[config.mk]
export PLATFORM = sky130hd
export DESIGN_NAME = phase_min_propagation_node
export DESIGN_NICKNAME = d
export VERILOG_FILES = /design/src/pmpn_pkg.sv /design/src/phase_min_propagation_node.sv /design/src/pmpn_cfg.sv /design/src/pmpn_unit.sv /design/src/pmpn_obuf.sv /design/src/pmpn_core.sv
export VERILOG_INCLUDE_DIRS = /design/src /design/src/src
export SDC_FILE = /design/constraint.sdc
export NUM_CORES = 1
export LEC_CHECK = 0
export BUFFER_PORTS_ARGS = -buffer_cell sky130_fd_sc_hd__buf_4
export CAP_MARGIN = 20
export CORE_MARGIN = 2
export CORE_UTILIZATION = 35
export DETAILED_ROUTE_END_ITERATION = 10
export GPL_TIMING_DRIVEN = 0
export HOLD_SLACK_MARGIN = 0.03
export MAX_ROUTING_LAYER = met4
export PLACE_DENSITY_LB_ADDON = 0.25
export SKIP_LAST_GASP = 1
export SLEW_MARGIN = 25
export SYNTH_ARGS = -nofsm -noshare
export SYNTH_HDL_FRONTEND = slang
export SYNTH_SLANG_ARGS = --single-unit
[constraint.sdc]
create_clock -name clk_i -period 4.58 [get_ports clk_i]
set_input_delay 0.916 -clock clk_i [delete_from_list [all_inputs] [get_ports clk_i]]
set_output_delay 0.916 -clock clk_i [all_outputs]
set_load 0.02 [all_outputs]
[src/assert_macros.svh]
// Assertion helpers used by the RTL core module.
// Both macros expect clk_i and rst_ni in the scope where they are used.
`ifndef ASSERT_MACROS_SVH
`define ASSERT_MACROS_SVH
`ifndef SYNTHESIS
`define ASSERT_IMP(lbl, ante, cons, msg) \
  lbl: assert property (@(posedge clk_i) disable iff (!rst_ni) (ante) |-> (cons)) \
    else $error(msg);
`define ASSERT_NXT(lbl, ante, cons, msg) \
  lbl: assert property (@(posedge clk_i) disable iff (!rst_ni) (ante) |=> (cons)) \
    else $error(msg);
`else
`define ASSERT_IMP(lbl, ante, cons, msg)
`define ASSERT_NXT(lbl, ante, cons, msg)
`endif
`endif

[src/pmpn_pkg.sv]
package pmpn_pkg;

  localparam int unsigned MAX_NEIGHBORS_DEF = 4;
  localparam int unsigned ID_SLOTS          = 4;
  localparam int unsigned CNT_W             = 3;
  localparam int unsigned ID_W              = 8;
  localparam int unsigned VAL_W             = 32;
  localparam int unsigned CTR_W             = 8;

  localparam logic [CTR_W-1:0] CNT_MAX   = 8'hFF;
  localparam logic [CTR_W-1:0] DIAM_RST  = 8'd5;
  localparam logic [CNT_W-1:0] COUNT_RST = 3'd1;

  typedef enum logic [2:0] {
    REG_IN_COUNT  = 3'd0,
    REG_OUT_COUNT = 3'd1,
    REG_IN_IDS    = 3'd2,
    REG_OUT_IDS   = 3'd3,
    REG_INIT_MIN  = 3'd4,
    REG_DIAMETER  = 3'd5
  } reg_idx_e;

  typedef enum logic {
    CMD_START = 1'b0,
    CMD_MSG   = 1'b1
  } cmd_e;

  typedef enum logic [2:0] {
    ST_IDLE,
    ST_MIN,
    ST_SCAN,
    ST_SEND,
    ST_DONE
  } state_e;

  typedef struct packed {
    logic [CNT_W-1:0]        in_count;
    logic [CNT_W-1:0]        out_count;
    logic [VAL_W-1:0]        in_ids;
    logic [VAL_W-1:0]        out_ids;
    logic [CTR_W-1:0]        diameter;
    logic                    init_wr;
    logic signed [VAL_W-1:0] init_val;
  } cfg_t;

  typedef struct packed {
    logic                    send_valid;
    logic [ID_W-1:0]         dest_id;
    logic signed [VAL_W-1:0] min_value;
    logic                    last;
    logic                    done_res;
  } res_t;

  // Byte i of a word of four packed node ids.
  function automatic logic [ID_W-1:0] id_at(input logic [VAL_W-1:0] ids,
                                            input logic [1:0] i);
    logic [VAL_W-1:0] shifted;
    shifted = ids >> {i, 3'b000};
    return shifted[ID_W-1:0];
  endfunction

  function automatic logic [CTR_W-1:0] sat_inc(input logic [CTR_W-1:0] c);
    return (c == CNT_MAX) ? c : c + 8'd1;
  endfunction

endpackage

[src/phase_min_propagation_node.sv]
// A start transaction advances the phase and sends the minimum to each out-neighbour.
// A message transaction updates the minimum and scans the in-neighbour slots; once all
// counts reach the phase it advances the phase, sends to the out-neighbours or gives a done
// result if there are none and the diameter is reached. An input after finishing gives one
// done result. Inputs are taken only in idle, after the last is through; sends wait for room.
// Reset: asynchronous, active low; slot counts, phase, finished flag clear, minimum is zero.
module phase_min_propagation_node #(
  parameter int unsigned MAX_NEIGHBORS = pmpn_pkg::MAX_NEIGHBORS_DEF
) (
  input  logic        clk_i,
  input  logic        rst_ni,
  input  logic        s_axis_tvalid,
  output logic        s_axis_tready,
  input  logic [39:0] s_axis_tdata,   // source_id [7:0], value [39:8]
  input  logic [0:0]  s_axis_tuser,   // cmd [0]
  output logic        m_axis_tvalid,
  input  logic        m_axis_tready,
  output logic [39:0] m_axis_tdata,   // dest_id [7:0], min_value [39:8]
  output logic [1:0]  m_axis_tuser,   // send_valid [0], done_res [1]
  output logic        m_axis_tlast,
  input  logic        psel,
  input  logic        penable,
  input  logic        pwrite,
  input  logic [4:0]  paddr,
  input  logic [31:0] pwdata,
  output logic [31:0] prdata,
  output logic        pready
);

  pmpn_pkg::cfg_t cfg;
  pmpn_pkg::res_t res_push, res_out;
  logic           push, can_push;

  pmpn_cfg u_cfg (
    .clk_i   (clk_i),
    .rst_ni  (rst_ni),
    .psel    (psel),
    .penable (penable),
    .pwrite  (pwrite),
    .paddr   (paddr),
    .pwdata  (pwdata),
    .prdata  (prdata),
    .pready  (pready),
    .cfg_o   (cfg)
  );

  pmpn_core #(
    .MAX_NEIGHBORS (MAX_NEIGHBORS)
  ) u_core (
    .clk_i      (clk_i),
    .rst_ni     (rst_ni),
    .cfg_i      (cfg),
    .in_valid_i (s_axis_tvalid),
    .in_ready_o (s_axis_tready),
    .cmd_i      (s_axis_tuser[0]),
    .src_i      (s_axis_tdata[7:0]),
    .val_i      (s_axis_tdata[39:8]),
    .can_push_i (can_push),
    .push_o     (push),
    .res_o      (res_push)
  );

  pmpn_obuf u_obuf (
    .clk_i      (clk_i),
    .rst_ni     (rst_ni),
    .push_i     (push),
    .res_i      (res_push),
    .can_push_o (can_push),
    .valid_o    (m_axis_tvalid),
    .ready_i    (m_axis_tready),
    .res_o      (res_out)
  );

  assign m_axis_tdata = {res_out.min_value, res_out.dest_id};
  assign m_axis_tuser = {res_out.done_res, res_out.send_valid};
  assign m_axis_tlast = res_out.last;

endmodule

[src/pmpn_cfg.sv]
module pmpn_cfg (
  input  logic             clk_i,
  input  logic             rst_ni,
  input  logic             psel,
  input  logic             penable,
  input  logic             pwrite,
  input  logic [4:0]       paddr,
  input  logic [31:0]      pwdata,
  output logic [31:0]      prdata,
  output logic             pready,
  output pmpn_pkg::cfg_t   cfg_o
);

  logic [pmpn_pkg::CNT_W-1:0] in_count_q, out_count_q;
  logic [31:0]                in_ids_q, out_ids_q, init_min_q;
  logic [pmpn_pkg::CTR_W-1:0] diameter_q;
  logic                       wr_en;
  pmpn_pkg::reg_idx_e         reg_sel;

  assign pready  = 1'b1;
  assign wr_en   = psel & penable & pwrite & pready;
  assign reg_sel = pmpn_pkg::reg_idx_e'(paddr[4:2]);

  always_ff @(posedge clk_i or negedge rst_ni) begin
    if (!rst_ni) begin
      in_count_q  <= pmpn_pkg::COUNT_RST;
      out_count_q <= pmpn_pkg::COUNT_RST;
      in_ids_q    <= '0;
      out_ids_q   <= '0;
      init_min_q  <= '0;
      diameter_q  <= pmpn_pkg::DIAM_RST;
    end else if (wr_en) begin
      case (reg_sel)
        pmpn_pkg::REG_IN_COUNT:  in_count_q  <= pwdata[pmpn_pkg::CNT_W-1:0];
        pmpn_pkg::REG_OUT_COUNT: out_count_q <= pwdata[pmpn_pkg::CNT_W-1:0];
        pmpn_pkg::REG_IN_IDS:    in_ids_q    <= pwdata;
        pmpn_pkg::REG_OUT_IDS:   out_ids_q   <= pwdata;
        pmpn_pkg::REG_INIT_MIN:  init_min_q  <= pwdata;
        pmpn_pkg::REG_DIAMETER:  diameter_q  <= pwdata[pmpn_pkg::CTR_W-1:0];
        default: ;
      endcase
    end
  end

  always_comb begin
    case (reg_sel)
      pmpn_pkg::REG_IN_COUNT:  prdata = 32'(in_count_q);
      pmpn_pkg::REG_OUT_COUNT: prdata = 32'(out_count_q);
      pmpn_pkg::REG_IN_IDS:    prdata = in_ids_q;
      pmpn_pkg::REG_OUT_IDS:   prdata = out_ids_q;
      pmpn_pkg::REG_INIT_MIN:  prdata = init_min_q;
      pmpn_pkg::REG_DIAMETER:  prdata = 32'(diameter_q);
      default:                 prdata = '0;
    endcase
  end

  // A write of the local value also reloads the running minimum in the core.
  assign cfg_o.in_count  = in_count_q;
  assign cfg_o.out_count = out_count_q;
  assign cfg_o.in_ids    = in_ids_q;
  assign cfg_o.out_ids   = out_ids_q;
  assign cfg_o.diameter  = diameter_q;
  assign cfg_o.init_wr   = wr_en && (reg_sel == pmpn_pkg::REG_INIT_MIN);
  assign cfg_o.init_val  = pwdata;

endmodule

[src/pmpn_unit.sv]
module pmpn_unit (
  input  logic [pmpn_pkg::CTR_W-1:0] count_i,
  input  logic                       match_i,
  input  logic [pmpn_pkg::CTR_W-1:0] phase_i,
  input  logic [pmpn_pkg::CTR_W-1:0] diameter_i,
  output logic [pmpn_pkg::CTR_W-1:0] count_o,
  output logic                       ge_phase_o,
  output logic                       ge_diam_o
);

  // One in-neighbour slot per use: saturating bump, then both threshold checks.
  assign count_o    = match_i ? pmpn_pkg::sat_inc(count_i) : count_i;
  assign ge_phase_o = (count_o >= phase_i);
  assign ge_diam_o  = (count_o >= diameter_i);

endmodule

[src/pmpn_obuf.sv]
module pmpn_obuf (
  input  logic           clk_i,
  input  logic           rst_ni,
  input  logic           push_i,
  input  pmpn_pkg::res_t res_i,
  output logic           can_push_o,
  output logic           valid_o,
  input  logic           ready_i,
  output pmpn_pkg::res_t res_o
);

  logic           valid_q;
  pmpn_pkg::res_t res_q;

  assign can_push_o = !valid_q || ready_i;
  assign valid_o    = valid_q;
  assign res_o      = res_q;

  always_ff @(posedge clk_i or negedge rst_ni) begin
    if (!rst_ni) begin
      valid_q <= 1'b0;
    end else if (push_i) begin
      valid_q <= 1'b1;
    end else if (ready_i) begin
      valid_q <= 1'b0;
    end
  end

  always_ff @(posedge clk_i) begin
    if (push_i) begin
      res_q <= res_i;
    end
  end

endmodule

[src/pmpn_core.sv]
`include "assert_macros.svh"

module pmpn_core #(
  parameter int unsigned MAX_NEIGHBORS = pmpn_pkg::MAX_NEIGHBORS_DEF
) (
  input  logic                              clk_i,
  input  logic                              rst_ni,
  input  pmpn_pkg::cfg_t                    cfg_i,
  input  logic                              in_valid_i,
  output logic                              in_ready_o,
  input  logic                              cmd_i,
  input  logic [pmpn_pkg::ID_W-1:0]         src_i,
  input  logic signed [pmpn_pkg::VAL_W-1:0] val_i,
  input  logic                              can_push_i,
  output logic                              push_o,
  output pmpn_pkg::res_t                    res_o
);

  localparam int unsigned SLOTS = (MAX_NEIGHBORS < pmpn_pkg::ID_SLOTS) ?
                                  MAX_NEIGHBORS : pmpn_pkg::ID_SLOTS;
  localparam int unsigned IW    = (SLOTS > 1) ? $clog2(SLOTS) : 1;
  localparam logic [pmpn_pkg::CNT_W-1:0] SLOTS_C = pmpn_pkg::CNT_W'(SLOTS);

  pmpn_pkg::state_e                  state_q, state_d;
  logic [pmpn_pkg::ID_W-1:0]         src_q, src_d;
  logic signed [pmpn_pkg::VAL_W-1:0] val_q, val_d;
  logic signed [pmpn_pkg::VAL_W-1:0] cur_min_q, cur_min_d;
  logic [pmpn_pkg::CNT_W-1:0]        idx_q, idx_d;
  logic                              rdy_q, rdy_d;
  logic                              diam_q, diam_d;
  logic                              send_done_q, send_done_d;
  logic                              finished_q, finished_d;
  logic [pmpn_pkg::CTR_W-1:0]        phase_q, phase_d;
  logic [pmpn_pkg::CTR_W-1:0]        counts_q [SLOTS];
  logic                              cnt_we;

  logic [pmpn_pkg::CNT_W-1:0]        nin, nout;
  logic [pmpn_pkg::CTR_W-1:0]        cnt_cur, cnt_new;
  logic                              match, ge_phase, ge_diam, is_last;

  assign nin  = (cfg_i.in_count  > SLOTS_C) ? SLOTS_C : cfg_i.in_count;
  assign nout = (cfg_i.out_count > SLOTS_C) ? SLOTS_C : cfg_i.out_count;

  assign cnt_cur = counts_q[idx_q[IW-1:0]];
  assign match   = (pmpn_pkg::id_at(cfg_i.in_ids, 2'(idx_q)) == src_q);
  assign is_last = (pmpn_pkg::CNT_W'(idx_q + 3'd1) == nout);

  pmpn_unit u_unit (
    .count_i    (cnt_cur),
    .match_i    (match),
    .phase_i    (phase_q),
    .diameter_i (cfg_i.diameter),
    .count_o    (cnt_new),
    .ge_phase_o (ge_phase),
    .ge_diam_o  (ge_diam)
  );

  always_ff @(posedge clk_i or negedge rst_ni) begin
    if (!rst_ni) begin
      state_q     <= pmpn_pkg::ST_IDLE;
      cur_min_q   <= '0;
      idx_q       <= '0;
      rdy_q       <= 1'b0;
      diam_q      <= 1'b0;
      send_done_q <= 1'b0;
      finished_q  <= 1'b0;
      phase_q     <= '0;
      for (int i = 0; i < SLOTS; i++) begin
        counts_q[i] <= '0;
      end
    end else begin
      state_q     <= state_d;
      cur_min_q   <= cur_min_d;
      idx_q       <= idx_d;
      rdy_q       <= rdy_d;
      diam_q      <= diam_d;
      send_done_q <= send_done_d;
      finished_q  <= finished_d;
      phase_q     <= phase_d;
      if (cnt_we) begin
        counts_q[idx_q[IW-1:0]] <= cnt_new;
      end
    end
  end

  always_ff @(posedge clk_i) begin
    src_q <= src_d;
    val_q <= val_d;
  end

  always_comb begin
    state_d     = state_q;
    src_d       = src_q;
    val_d       = val_q;
    cur_min_d   = cur_min_q;
    idx_d       = idx_q;
    rdy_d       = rdy_q;
    diam_d      = diam_q;
    send_done_d = send_done_q;
    finished_d  = finished_q;
    phase_d     = phase_q;
    cnt_we      = 1'b0;
    in_ready_o  = 1'b0;
    push_o      = 1'b0;
    res_o       = '0;

    if (cfg_i.init_wr) begin
      cur_min_d = cfg_i.init_val;
    end

    case (state_q)
      pmpn_pkg::ST_IDLE: begin
        in_ready_o = 1'b1;
        if (in_valid_i) begin
          src_d = src_i;
          val_d = val_i;
          idx_d = '0;
          if (finished_q) begin
            state_d = pmpn_pkg::ST_DONE;
          end else if (pmpn_pkg::cmd_e'(cmd_i) == pmpn_pkg::CMD_START) begin
            send_done_d = 1'b0;
            phase_d     = pmpn_pkg::sat_inc(phase_q);
            state_d     = (nout == '0) ? pmpn_pkg::ST_IDLE : pmpn_pkg::ST_SEND;
          end else begin
            state_d = pmpn_pkg::ST_MIN;
          end
        end
      end
      pmpn_pkg::ST_MIN: begin
        if (val_q < cur_min_q) begin
          cur_min_d = val_q;
        end
        idx_d   = '0;
        rdy_d   = 1'b1;
        diam_d  = 1'b1;
        state_d = pmpn_pkg::ST_SCAN;
      end
      pmpn_pkg::ST_SCAN: begin
        if (idx_q < nin) begin
          cnt_we = 1'b1;
          rdy_d  = rdy_q & ge_phase;
          diam_d = diam_q & ge_diam;
          idx_d  = idx_q + 3'd1;
        end else begin
          idx_d   = '0;
          state_d = pmpn_pkg::ST_IDLE;
          if (rdy_q) begin
            phase_d     = pmpn_pkg::sat_inc(phase_q);
            finished_d  = diam_q;
            send_done_d = diam_q;
            if (nout != '0) begin
              state_d = pmpn_pkg::ST_SEND;
            end else if (diam_q) begin
              state_d = pmpn_pkg::ST_DONE;
            end
          end
        end
      end
      pmpn_pkg::ST_SEND: begin
        if (can_push_i) begin
          push_o           = 1'b1;
          res_o.send_valid = 1'b1;
          res_o.dest_id    = pmpn_pkg::id_at(cfg_i.out_ids, 2'(idx_q));
          res_o.min_value  = cur_min_q;
          res_o.last       = is_last;
          res_o.done_res   = send_done_q;
          idx_d            = idx_q + 3'd1;
          if (is_last) begin
            state_d = pmpn_pkg::ST_IDLE;
          end
        end
      end
      pmpn_pkg::ST_DONE: begin
        if (can_push_i) begin
          push_o          = 1'b1;
          res_o.min_value = cur_min_q;
          res_o.last      = 1'b1;
          res_o.done_res  = 1'b1;
          state_d         = pmpn_pkg::ST_IDLE;
        end
      end
      default: begin
        state_d = pmpn_pkg::ST_IDLE;
      end
    endcase
  end

  `ASSERT_NXT(a_fin_sticky, finished_q, finished_q, "finished flag was cleared")
  `ASSERT_IMP(a_push_room, push_o, can_push_i, "result pushed into a full output stage")
  `ASSERT_NXT(a_last_idle, push_o && res_o.last, state_q == pmpn_pkg::ST_IDLE, "no return to idle")
  `ASSERT_IMP(a_scan_range, state_q == pmpn_pkg::ST_SCAN, idx_q <= nin, "slot scan overran")

endmodule
==> run metrics, run 1 <==
Worst Hold Class=input port to asynchronous set/reset pin; Root Driver=clkbuf_16; area leader, netlist=dfrtp_1; Worst Path Class, Setup=flip-flop to flip-flop; CTS resizes=0; EDFF count, synth=83; fin area=0.0163 mm²; CP Data Required Time=5010 ps; antenna viol nets, final=0; Syn Std Cell Area=0.0133 mm²; CP Launch Type=flip-flop; clk_skew=14.0 ps; # setup viols final=0; TritonCTS Buffers=31; RSZ-0062 raised after global routing=false; Tot Pwr=0.00867 W; Synthesized Nets=approximately 1.3k; register area share after synthesis=around 55%; FF-to-FF Start=u_core.idx_q[1]$_DFFE_PN0P_; first-pass GRT wire length=58,300 µm; DIE WIDTH=199 µm; number of vias per cell=5.02; Worst-Margin Slew=1130 ps; final hold vios=0; CTS tree=yes; total vias in the final route=9,416; post-CTS setup buffer count=0; switch share=about 33%; routed len/inst=20.3 µm; fmax=around 0.24 GHz; Power per Cell Area=533 mW/mm²; CTS Sinks=approximately 280; Critical Path Fanout Max=10; VDD IR max=between 0.3 and 0.4 mV; status=finished, final reports clean; FF-to-FF setup slack=a little under 400 ps; nets@finish=1,478; Cell variety after synth=59; Yosys top cell area share=35.6%; Synth Warn #=0; hpwl dp=28,600 µm; critical path endpoint category=flip-flop; Filler Cell Count=3,531; Reg2Reg Depth=16; Mapped Cells=1,142; Final Cycle Share=91.6%; Final Critical Period=around 4200 ps; Seq cells post-synth=276; switching pwr=0.00288 W; hold buffer count at CTS=0; Port Buffers=158; max-capacitance violation count=0; H-tree depth=1; predominant post-synthesis flop cell=dfrtp_1; Rel. slew slack=24.0%; mean post-synth cell area=11.6 µm²; DR iter-0 viols=589; WP data arrival=~4600 ps; dominant cells by area after synthesis=dfrtp_1 (36%), edfxtp_1 (19%), mux2_2 (9.2%); die span in y=199 µm; layout overhead on the synthesized area=22.3%; Seq pwr share=40.8%; GRT Total Usage=20.2%; clock share of power=between 20% and 30%; Slew Limit Fails=0; Clk Latency, worst-skew pair=570 ps; Initial Util=a little over a third; internal power=approximately 0.0058 W; reg-to-reg endpoint=u_core.diam_q$_DFFE_PN0P_; vias in the first global route=9,655; clock transition at the registers of the reported paths=60 ps; share of total power in combinational logic=a little over 30%; IO Pins=163; Die Area=slightly below 0.04 mm²; DRT Wirelength=38,100 µm; async set-reset flop share out of synthesis=69.9%; Max clock buf depth=3; row cnt=71; First-pass DRT Iterations=5; initial antenna violation count=1; GRT overflow=0; core area=0.0376 mm²; share of layout cells above drive strength 1=between 20% and 30%; RePlAce Congestion=0.858; leakage=a little over 7 nW; DRC=0; pin count of the biggest net entering global routing=around 80; dpl cell area=0.0153 mm²
## worst max path at each step
stage	startpoint	end	slack [ps]	cells after the start
after CTS	u_core.idx_q[1]$_DFFE_PN0P_	u_core.diam_q$_DFFE_PN0P_	420	16
after detailed placement	u_core.idx_q[1]$_DFFE_PN0P_	u_core.diam_q$_DFFE_PN0P_	420	16
after global placement	u_core.state_q[0]$_DFFE_PN0P_	u_obuf.res_o[1]$_SDFFCE_PN0P_	-510	5
after floorplan	m_axis_tready	u_obuf.res_o[0]$_SDFFCE_PN0P_	1190	3
after global routing	u_core.idx_q[1]$_DFFE_PN0P_	u_core.diam_q$_DFFE_PN0P_	70	16
final	u_core.idx_q[1]$_DFFE_PN0P_	u_core.diam_q$_DFFE_PN0P_	380	16
## power groups by stage
| stage | Sequential (W) | Clock [W] | Combinational (W) |
|---|---|---|---|
| 5_1_grt | 0.00360 | 0.00260 | 0.00297 |
| 6_report | 0.00354 | 0.00244 | 0.00268 |
| 3_5_place_dp | 0.00358 | 0 | 0.00269 |
| 4_1_cts | 0.00354 | 0.00249 | 0.00271 |
| 2_1_floorplan | 0.00357 | 0 | 0.00169 |
| 3_3_place_gp | 0.00359 | 0 | 0.00260 |
## worst max-delay path, stage by stage (launching register included)
cell      delay, ps
dfrtp_1         420
buf_2           310
buf_2           370
buf_1           650
nand2_1         100
o21ai_0         200
or3_4           230
and2_4          170
mux2i_2         340
inv_1           160
ha_1            300
a21oi_1         140
nor2b_1          50
o21ai_0         140
a21oi_1          80
o211ai_1        260
a31oi_1         120
## per-layer routing
layer	vias up	GRT usage (%)	routed length [µm]
met3	51	2.27	1470
met1	4705	26.9	17200
met2	219	32.9	18500
li1	4441	-	-
met5	-	-	0
met4	0	5.20	838
## cells by family (layout without fill, tap and decap cells)
family	Yosys count	after routing	share of synthesized area (%)
adder cells (fa/ha/maj)	55	55	5.18
buffers and inverters	114	335	3.49
multiplexers	175	175	16.6
AO/OA/AOI/OAI	171	171	7.19
AND/OR/NAND/NOR	330	330	11.0
other	1	2	0.0282
flip-flops	276	276	55.1
XOR/XNOR	20	20	1.37
## stage by stage
step	util, %	cells	hold slack [ps]	worst slack, ps	TNS [ps]
3_5_place_dp	40.6	1816	463	425	0
6_report	43.3	1875	317	385	0
4_1_cts	43.3	1874	330	416	0
5_1_grt	43.3	1875	352	72.4	0
2_1_floorplan	-	1142	442	1190	0
3_3_place_gp	40.2	1811	457	-511	-21920
## state kept, by name, indices dropped and copies added, names as in the netlist
signal and cells:
u_obuf.res_o 43, u_core.state_q 3, u_cfg.in_ids_q 32, u_cfg.init_min_q 32
u_core.idx_q 3, u_cfg.out_count_q 3, u_obuf.valid_o 1, u_core.src_q 8
u_core.send_done_q 1, u_core.cur_min_q 32, u_cfg.in_count_q 3, u_cfg.diameter_q 8
u_core.rdy_q 1, u_core.val_q 32, u_core.finished_q 1, u_core.counts_q 32
u_cfg.out_ids_q 32, u_core.diam_q 1, u_core.phase_q 8
## layout make-up
cell class              instances  area (µm²)  share of cell area (%)
flip-flops and latches        276        7330                    45.1
multi-input cells             752        5520                    33.9
repair buffers                163        1310                    8.05
clock buffers                  50         928                    5.71
well taps                     511         639                    3.93
plain buffers                  55         243                    1.49
inverters                      59         221                    1.36
clock inverters                 8        71.3                   0.439
diodes                          1        2.50                  0.0154
## Yosys cell counts, types with 4 or more instances
cell        n
buf_2      11
xor2_1      5
nor2_1     26
mux2i_1    41
ha_1       55
dfrtp_1   189
nor2b_1     4
mux4_1      4
nand2_1   201
buf_1       6
xnor2_1    14
o21ai_0    97
nand4_1     7
o22ai_1     9
a21oi_1    28
mux2_2    109
nand2b_1   10
and3_1     10
o21ai_1    13
inv_1      59
nor4_1      5
mux4_2     20
dfstp_2     4
nand3_1     9
edfxtp_1   83
clkbuf_1   35
nor3_1     42
## layout by cell type, fill, tap and decap left out, types with 4 or more instances in the layout
cell / instances
nor2_1: 25
xor2_1: 5
xnor2_1: 14
nand4_1: 7
dfrtp_1: 189
o21ai_1: 13
o22ai_1: 9
nand2_1: 201
clkbuf_16: 32
mux4_1: 4
nand3_1: 9
mux4_2: 20
and3_1: 10
inv_1: 59
nor3_1: 41
buf_4: 158
nand2b_1: 10
a21oi_1: 27
mux2_2: 109
clkbuf_1: 47
dfstp_2: 4
edfxtp_1: 83
buf_1: 6
mux2i_1: 41
buf_2: 11
nor4_1: 5
nor2b_1: 4
clkbuf_8: 6
ha_1: 55
clkinv_2: 5
o21ai_0: 97
(Power assumes the default switching activity.)
==> run 2: changes to the inputs <==
--- a/config.mk
+++ b/config.mk
@@ -10,6 +10,7 @@
 export CAP_MARGIN = 20
 export CORE_MARGIN = 2
 export CORE_UTILIZATION = 35
+export CTS_BUF_LIST = sky130_fd_sc_hd__clkbuf_4
 export DETAILED_ROUTE_END_ITERATION = 10
 export GPL_TIMING_DRIVEN = 0
 export HOLD_SLACK_MARGIN = 0.03
==> run metrics, run 2 (synthesis gave the netlist of run 1 again) <==
status=finished, final reports clean; final hold vios=0 (unchanged); antenna viol nets, final=0 (unchanged); final cell count without fillers=1,952 (+4.1%); Setup TNS Final=0 ps (unchanged); internal power=0.00562 W (-2.8%); DRC=0 (unchanged); CTS Sinks=276 (unchanged); RePlAce Congestion=0.858 (unchanged); VDD IR max=0.294 mV (-21%); most common cell after layout, fill and taps aside=nand2_1; fmax=0.238 GHz (about the same); row cnt=71 (unchanged); clk_skew=43.1 ps (+29.1 ps); routed len/inst=19.7 µm (-2.8%); Multi-input gate area=0.00552 mm² (unchanged); Slew Limit Fails=0 (unchanged); commonest cells after routing, fill and taps aside=nand2_1 (201), dfrtp_1 (189), buf_4 (158); first-pass GRT wire length=59,000 µm (+1.2%); Inst Count DP=1,816 (unchanged); DRT Wirelength=38,500 µm (+1.2%); initial antenna violation count=1 (unchanged); # setup viols final=0 (unchanged); Critical Path Fanout Max=10 (unchanged); RSZ-0062 raised after global routing=false; switching pwr=0.00293 W (+1.6%); post-CTS setup buffer count=0 (unchanged); WP data arrival=4790 ps (+170 ps); Worst-Margin Slew=972 ps (-154 ps); hpwl dp=28,600 µm (unchanged); share of total power in combinational logic=31.4% (+0.4 points); number of vias per cell=4.96 (-1.2%); TritonCTS Buffers=75 (+140%); Clk Latency, worst-skew pair=750 ps (+180 ps); Worst Hold Class=input port to asynchronous set/reset pin; Rel. slew slack=35.2% (+11 points); vias in the first global route=10.1k (+4.8%); IO Pins=163 (unchanged); Seq pwr share=41.3% (+0.5 points); CP Data Required Time=5180 ps (+170 ps); Port Buffers=158 (unchanged); Initial Util=35.4% (unchanged); reg-to-reg endpoint=u_core.diam_q$_DFFE_PN0P_; First-pass DRT Iterations=5 (unchanged); nets@finish=1,522 (+3.0%); GRT Total Usage=20.7% (+0.51 points); switch share=34.3% (+1.0 points); Final Critical Period=4200 ps (+2.68 ps); layout overhead on the synthesized area=22.4% (about the same); FF-to-FF setup slack=380 ps (about the same); CP Launch Type=flip-flop; fin area=0.0163 mm² (about the same); Root Driver=clkbuf_4; max-capacitance violation count=0 (unchanged); clock share of power=27.3% (-0.9 points); core area=0.0376 mm² (unchanged); Reg2Reg Depth=16 (unchanged); Power per Cell Area=526 mW/mm² (-1.4%); Die Area=0.0396 mm² (unchanged); CTS resizes=0 (unchanged); H-tree depth=3 (+2); Hold WS=148 ps (-169 ps); pin count of the biggest net entering global routing=79 (unchanged); clock transition at the registers of the reported paths=70 ps (about the same); critical path endpoint category=flip-flop; Final Cycle Share=91.7% (about the same); FF-to-FF Start=u_core.idx_q[1]$_DFFE_PN0P_; worst setup path startpoint=u_core.idx_q[1]$_DFFE_PN0P_; dpl cell area=0.0153 mm² (unchanged); DIE WIDTH=199 µm (unchanged); share of layout cells above drive strength 1=31.1% (+4.0 points); CTS tree=yes; max FFs per register=43 (unchanged); leakage=7.33 nW (+1.6%); hold buffer count at CTS=0 (unchanged); die span in y=199 µm (unchanged); Filler Cell Count=3,617 (+2.4%); GRT overflow=0 (unchanged); total vias in the final route=9,684 (+2.8%); DR iter-0 viols=516 (-12%); Max clock buf depth=3 (unchanged); sequential cell area=0.00733 mm² (unchanged); Worst Path Class, Setup=flip-flop to flip-flop
## run 2: cell types whose count changed in the layout (fill, tap and decap cells not counted), moves of 2 or more
| cell | before | now |
|---|---|---|
| clkbuf_1 | 47 | 35 |
| clkbuf_16 | 32 | 0 |
| clkbuf_8 | 6 | 0 |
| clkinv_2 | 5 | 3 |
| clkbuf_4 | 0 | 117 |
| inv_2 | 0 | 2 |
| clkinv_1 | 0 | 10 |
## run 2: final cells by class
class                   instances  share of cell area (%)
multi-input cells             752                    33.9
flip-flops and latches        276                    45.0
clock inverters                18                   0.785
clock buffers                 117                    5.40
repair buffers                163                    8.05
inverters                      59                    1.36
diodes                          1                  0.0154
well taps                     511                    3.93
plain buffers                  55                    1.49
## run 2: power by group through the flow
stage               clock (W)  sequential, W  combinational (W)
finish                0.00233        0.00353            0.00268
global route          0.00254        0.00360            0.00297
CTS                   0.00241        0.00354            0.00271
detailed placement          0        0.00358            0.00269
global placement            0        0.00359            0.00260
floorplan                   0        0.00357            0.00169
## run 2: worst max-delay path by stage
stage	end	slack (ps)	cells after the start
6_report	u_core.diam_q$_DFFE_PN0P_	380	16
5_1_grt	u_core.rdy_q$_DFFE_PN0P_	100	16
4_1_cts	u_core.diam_q$_DFFE_PN0P_	420	16
3_5_place_dp	u_core.diam_q$_DFFE_PN0P_	420	16
3_3_place_gp	u_obuf.res_o[1]$_SDFFCE_PN0P_	-510	5
2_1_floorplan	u_obuf.res_o[0]$_SDFFCE_PN0P_	1190	3
## run 2: worst max-delay path, cell delays in order (launching register included)
cell	delay, ps
dfrtp_1	430
buf_2	310
buf_2	370
buf_1	640
nand2_1	100
o21ai_0	200
or3_4	230
and2_4	170
mux2i_2	320
inv_1	160
ha_1	300
a21oi_1	130
nor2b_1	50
o21ai_0	140
a21oi_1	80
o211ai_1	260
a31oi_1	130
## run 2: metal layers
metal	vias to the layer above	wire length, µm	GRT usage, %
met5	-	0	-
met4	0	913	7.27
met3	62	1590	3.70
met2	233	18800	33.2
met1	4807	17300	26.4
li1	4582	-	-
## run 2: through the flow
stage          utilization (%)  setup WS [ps]  power [W]
2_1_floorplan                -           1190    0.00527
3_3_place_gp              40.2           -511    0.00619
5_1_grt                   43.3            102    0.00911
3_5_place_dp              40.6            425    0.00627
4_1_cts                   43.3            416    0.00866
6_report                  43.3            382    0.00855
